File: src/rtl/dff_ram.sv
// ----------------------------------------------------------------------------
// dff_ram
// Simple dual-port RAM, one write port, one registered read port.
// ----------------------------------------------------------------------------
module dff_ram #(
  parameter int WIDTH = 8,
  parameter int DEPTH = 16
) (
  input  logic                     clk_i,
  input  logic                     we_i,
  input  logic [$clog2(DEPTH)-1:0] waddr_i,
  input  logic [WIDTH-1:0]         wdata_i,
  input  logic                     re_i,
  input  logic [$clog2(DEPTH)-1:0] raddr_i,
  output logic [WIDTH-1:0]         rdata_o
);

  logic [WIDTH-1:0] mem_q [DEPTH];
  logic [WIDTH-1:0] rdata_q;

  always_ff @(posedge clk_i) begin
    if (we_i) begin
      mem_q[waddr_i] <= wdata_i;
    end
    if (re_i) begin
      rdata_q <= mem_q[raddr_i];
    end
  end

  assign rdata_o = rdata_q;

endmodule

File: config.mk
export PLATFORM = sky130hd
export DESIGN_NAME = dff_ram
export DESIGN_NICKNAME = d
export VERILOG_FILES = /design/src/rtl/dff_ram.sv
export SDC_FILE = /design/constraint.sdc
export NUM_CORES = 1
export LEC_CHECK = 0
export ABC_AREA = 1
export BUFFER_PORTS_ARGS = -buffer_cell sky130_fd_sc_hd__buf_2
export CAP_MARGIN = 25
export CORE_ASPECT_RATIO = 0.75
export CORE_MARGIN = 2
export CORE_UTILIZATION = 65
export DETAILED_ROUTE_END_ITERATION = 6
export PLACE_DENSITY = 0.84
export SLEW_MARGIN = 20
export SYNTH_ARGS = -nofsm -noshare
export SYNTH_HDL_FRONTEND = slang
export SYNTH_SLANG_ARGS = --single-unit
File: constraint.sdc
create_clock -name clk_i -period 2.7 [get_ports clk_i]
set_clock_uncertainty 0.2 [all_clocks]
set_input_delay 0.675 -clock clk_i [delete_from_list [all_inputs] [get_ports clk_i]]
set_output_delay 0.675 -clock clk_i [all_outputs]
set_load 0.02 [all_outputs]
==> results.yml, run 1 <==
power_and_ir_drop:
  intPower_w: 0.00359
  cellLeakagePower_nw: 2.86
  p_seq_share_pct: 52.3
  pwr-share-clk_pct: 41.3
  peakVddDrop_v: 0.000806
  power_density_nw_per_um2: 697
  p_comb_share_pct: 6.4
  p_sw_w: 0.000984
  swShare_pct: 21.5
worst_setup_path:
  startpoint_type: "flip-flop"
  worstPathMaxFanout: 1
  crit_required_ns: 1.82
  cp_num_buf_inv: 1
  critical_path_class: "reg -> out"
  end_kind: "primary output"
  critical_path.max_stage_delay_ns: 0.39
  crit_arrival_ns: 0.98
  slowest_stage: "edfxtp_1"
  crit_family: "flip-flops"
  crit_chain: "buf_2"
final_layout:
  finalNetCount: 607
  n_antenna_cell: 0
  stdcell_count: 706
  fin_area_um2: 6570
  final_core_util_pct: 76.4
  drive_gt1_share_pct: 10.9
  syn2layout_area_growth_pct: 12.3
global_routing:
  grt_usage_pct: 27.5
  grt_max_degree: 65
  grt_pass1_wl_um: 19200
  first_global_vias: 3617
  antenna_found_initial: 0
  overflow: 0
clocking:
  cts_root_buf: "clkbuf_16"
  cts_max_path_buffers: 2
  tritoncts: "built"
  insertion_delay_ns: 0.41
  ctsResizeCount: 0
  cts_setup_buffers: 0
  ctsHoldBuffers: 0
  numClockSinks: 136
  cts_htree_levels: 4
  clk_pin_slew_ns: 0.05
  cts_buffers: 17
synth:
  synthTopCellsByCount: "nand2_1 (173), edfxtp_1 (136), inv_1 (100)"
  synthTopCellsByArea: "edfxtp_1 (70%), nand2_1 (11%), nand3_1 (8.3%)"
  yosys_warnings: 0
  yosysMostFrequentCell: "nand2_1"
  synth_top_area_share_pct: 69.8
  avgSynthCellArea_um2: 10.6
  ys_seq_area_share_pct: 69.8
  synth_edf_count: 136
  synth_cell_types: 11
  syn_nets: 570
  synth_cells: 551
  syn_area_um2: 5850
  ys_ff_latch: 136
  async_reset_ff_share_pct: 0
  synth_top_cell_by_area: "edfxtp_1"
  ys.flop_type: "edfxtp_1"
sta:
  rsz0062_at_grt: "no"
  drv_slew: 0
  setup-tns-final_ns: 0
  fmax_mhz: 538
  timing.final.hold_violations: 0
  min_period_over_period_pct: 68.9
  min_period_ns: 1.86
  setup_violations: 0
  slew_headroom_pct: 52.4
  worst_slew_pin_slew_ns: 0.711
floorplanning:
  rows: 29
  design.die.area_um2: 9780
  die_h_um: 86.1
  fp.dieW_um: 114
  core-area_um2: 8600
  initial_core_util_pct: 68.0
  io_pins: 27
placement:
  hpwlAfterDp_um: 7610
  port_buffers: 26
  dp_cells: 677
  post_dp_cell_area_um2: 6090
  gp_congestion: 0.858
drt:
  vias: 3851
  ant_nets: 0
  drt_iter0_drc: 385
  first_pass_iters: 5
  via_per_inst: 5.45
  routed_wirelength_um: 12400
  wire_per_inst_um: 17.5
  drc: 0
run:
  cap_violations: 0
run_status:
  status: "finished clean"
min_path:
  min_path_type: "in -> reg"
## power groups by stage
stage | registers (W) | clock network [W] | logic (W)
floorplan | 0.00245 | 0 | 0.000167
global placement | 0.00243 | 0 | 0.000280
detailed placement | 0.00244 | 0 | 0.000290
CTS | 0.00239 | 0.00190 | 0.000293
global route | 0.00240 | 0.00201 | 0.000323
finish | 0.00239 | 0.00189 | 0.000294
## metrics by stage
| stage | power [W] | setup WS (ns) | hold slack (ns) |
|---|---|---|---|
| after floorplan | 0.00261 | 0.874 | 0.483 |
| after global placement | 0.00271 | 0.578 | 0.521 |
| after detailed placement | 0.00273 | 0.533 | 0.540 |
| after CTS | 0.00459 | 0.832 | 0.412 |
| after global routing | 0.00473 | 0.805 | 0.400 |
| final | 0.00458 | 0.841 | 0.419 |
## sequential cells by signal (all words and copies together), names as in the netlist
| signal | cells |
|---|---|
| mem_q | 128 |
| rdata_o | 8 |
## final timing paths
kind | start | end | slack (ns) | cells past startpoint
max | rdata_o[1] | rdata_o[1] | 0.84 | 1
min reg2reg | mem_q[11][0] | rdata_o[0] | 0.56 | 6
min | re_i | rdata_o[2] | 0.42 | 1
max reg2reg | mem_q[13][6] | rdata_o[6] | 1.29 | 6
## layout make-up
class                           count  area (µm²)
Fill cell                         547        2030
Clock buffer                       21         440
Multi-Input combinational cell    289        1210
Tap cell                          108         135
Sequential cell                   136        4080
Inverter                          102         383
Timing Repair Buffer               42         275
Clock inverter                      8        35.0
## placed cells by master (no fill, tap or decap), drive strengths merged
cell type and instances:
buf 42, nand3 97, clkbuf 21, clkinv 8
nor2 17, edfxtp 136, inv 102, nand3b 2
nand2 173
## routing by layer
layer / vias up / global-route usage [%] / routed length (µm)
met5: - / 0 / 0
met4: 0 / 8.09 / 178
met3: 16 / 8.34 / 1270
met2: 200 / 40.1 / 5590
met1: 1783 / 40.9 / 5330
li1: 1852 / - / -
## cells by family after synthesis
family / after synthesis / synth area share [%]
simple gates: 289 / 20.8
buf+inv: 126 / 9.39
flops: 136 / 69.8
Note: power is estimated with default switching activity, not from simulation.
==> run 2, diff against run 1 <==
Settings changed: ABC_AREA 1 to 0, CORE_UTILIZATION 65 to 60, PLACE_DENSITY 0.84 to 0.78.
Clock period 2.7 ns to 1.72 ns, I/O delays scaled along.
==> results.yml, run 2 <==
clocking:
  clk_pin_slew_ns: 0.06
  cts_buffers: 17
  insertion_delay_ns: 0.41
  ctsHoldBuffers: 0
  ctsResizeCount: 0
  cts_setup_buffers: 0
  cts_htree_levels: 4
  tritoncts: "built"
  cts_max_path_buffers: 2
  numClockSinks: 136
  cts_root_buf: "clkbuf_16"
worst_setup_path:
  worstPathMaxFanout: 10
  end_kind: "flip-flop"
  slowest_stage: "mux4_2"
  crit_arrival_ns: 1.63
  crit_family: "multiplexers"
  critical_path.max_stage_delay_ns: 0.50
  startpoint_type: "input pin"
  crit_chain: "clkbuf_4 -> buf_12 -> mux4_2 -> a22oi_1 -> nand2_1"
  crit_required_ns: 1.67
  critical_path_class: "in -> reg"
  cp_num_buf_inv: 2
floorplanning:
  die_h_um: 84.8
  fp.dieW_um: 112
  core-area_um2: 8450
  io_pins: 27
  initial_core_util_pct: 61.8
  design.die.area_um2: 9480
  rows: 29
synth:
  synthTopCellsByCount: "edfxtp_1 (136), mux4_2 (18), a22oi_1 (16)"
  avgSynthCellArea_um2: 22.8
  syn_area_um2: 5230
  ys_seq_area_share_pct: 78.1
  yosysMostFrequentCell: "edfxtp_1"
  syn_nets: 248
  synth_cells: 229
  synth_top_area_share_pct: 78.1
  synth_edf_count: 136
  synth_top_cell_by_area: "edfxtp_1"
  async_reset_ff_share_pct: 0
  ys.flop_type: "edfxtp_1"
  synthTopCellsByArea: "edfxtp_1 (78%), mux4_2 (7.8%), mux4_1 (7.0%)"
  synth_cell_types: 18
  yosys_warnings: 0
  ys_ff_latch: 136
power_and_ir_drop:
  p_comb_share_pct: 5.4
  cellLeakagePower_nw: 2.11
  pwr-share-clk_pct: 43.8
  finalPower_w: 0.00740
  swShare_pct: 20.5
  peakVddDrop_v: 0.00102
  power_density_nw_per_um2: 1180
  p_seq_share_pct: 50.8
  p_sw_w: 0.00152
  intPower_w: 0.00588
global_routing:
  antenna_found_initial: 0
  grt_max_degree: 21
  grt_pass1_wl_um: 14800
  first_global_vias: 2634
  overflow: 0
  grt_usage_pct: 22.7
sta:
  min_period_ns: 1.68
  worst_slew_pin_slew_ns: 0.812
  rsz0062_at_grt: "no"
  min_period_over_period_pct: 97.8
  setup_violations: 0
  timing.final.hold_violations: 0
  drv_slew: 0
  fmax_mhz: 595
  slew_headroom_pct: 45.7
drt:
  drc: 0
  vias: 2526
  routed_wirelength_um: 10000
  wire_per_inst_um: 24.1
  drt_iter0_drc: 264
  first_pass_iters: 4
  ant_nets: 0
  via_per_inst: 6.06
placement:
  hpwlAfterDp_um: 6050
  port_buffers: 26
  post_dp_cell_area_um2: 5700
  gp_congestion: 0.779
final_layout:
  drive_gt1_share_pct: 40.5
  largest_reg_flops: 128
  final_common_cell: "edfxtp_1"
  final_cell_mix: "edfxtp_1 (136), mux4_2 (31), buf_2 (25)"
  finalNetCount: 315
  largest-register: "mem_q"
  syn2layout_area_growth_pct: 20.2
  n_antenna_cell: 0
  fin_area_um2: 6280
run_status:
  status: "finished clean"
min_path:
  min_path_type: "in -> reg"
run:
  cap_violations: 0
run 2: cell types whose count changed after synthesis, moves of 3 or more:
cell and delta:
a22oi_1 +16, clkdlybuf4s25_2 +3, nor2_1 -4, mux4_1 +14
buf_2 -10, buf_6 -3, nand2_1 -164, inv_1 -100
nor3_1 +4, nand3_1 -96, buf_4 -3, mux4_2 +18
run 2: cells by family after synthesis:
group,Yosys count,synth area share [%]
buffers and inverters,10,1.65
multiplexers,32,14.8
flip-flops,136,78.1
AO/OA/AOI/OAI,16,2.30
AND/OR/NAND/NOR,35,3.14
run 2: layout make-up:
type                            count  area, µm²
Clock buffer                       19        433
Clock inverter                     13        106
Fill cell                         466       2170
Multi-Input combinational cell     83       1050
Sequential cell                   136       4080
Tap cell                          108        135
Timing Repair Buffer               58        473
run 2: stage by stage:
stage | instances | setup WS (ns) | hold slack (ns) | setup TNS (ns) | utilization, %
floorplan | 229 | -0.110 | 0.329 | -0.976 | -
global placement | 384 | -0.391 | 0.541 | -5.39 | 67.4
detailed placement | 384 | -0.400 | 0.546 | -7.44 | 67.4
CTS | 416 | 0.0286 | 0.183 | 0 | 73.8
global route | 417 | 0.00203 | 0.195 | 0 | 74.3
finish | 417 | 0.0385 | 0.201 | 0 | 74.3
run 2: final timing paths:
path | slack, ns | cells after the start | endpoint | from
min reg2reg | 0.55 | 3 | rdata_o[2] | mem_q[14][2]
max | 0.04 | 5 | rdata_o[4] | raddr_i[0]
min | 0.20 | 1 | mem_q[0][6] | wdata_i[6]
max reg2reg | 0.09 | 3 | rdata_o[3] | mem_q[10][3]
run 2: layer usage:
| metal | routed length [µm] | GRT usage (%) |
|---|---|---|
| met4 | 180 | 8.87 |
| met2 | 4830 | 34.9 |
| met3 | 600 | 7.57 |
| met5 | 0 | 0 |
| met1 | 4420 | 31.1 |
run 2: power groups by stage:
stage | registers, W | clock network (W) | logic [W]
3_3_place_gp | 0.00382 | 0 | 0.000378
4_1_cts | 0.00376 | 0.00329 | 0.000391
5_1_grt | 0.00376 | 0.00343 | 0.000430
6_report | 0.00376 | 0.00324 | 0.000401
3_5_place_dp | 0.00382 | 0 | 0.000388
2_1_floorplan | 0.00384 | 0 | 0.000209
run 2: worst reg2reg max path: cells and delay by family (launching register included):
| kind | cells | cell delay, ns |
|---|---|---|
| multiplexers | 1 | 0.48 |
| AO/OA/AOI/OAI | 1 | 0.23 |
| flip-flops | 1 | 0.40 |
| AND/OR/NAND/NOR | 1 | 0.07 |
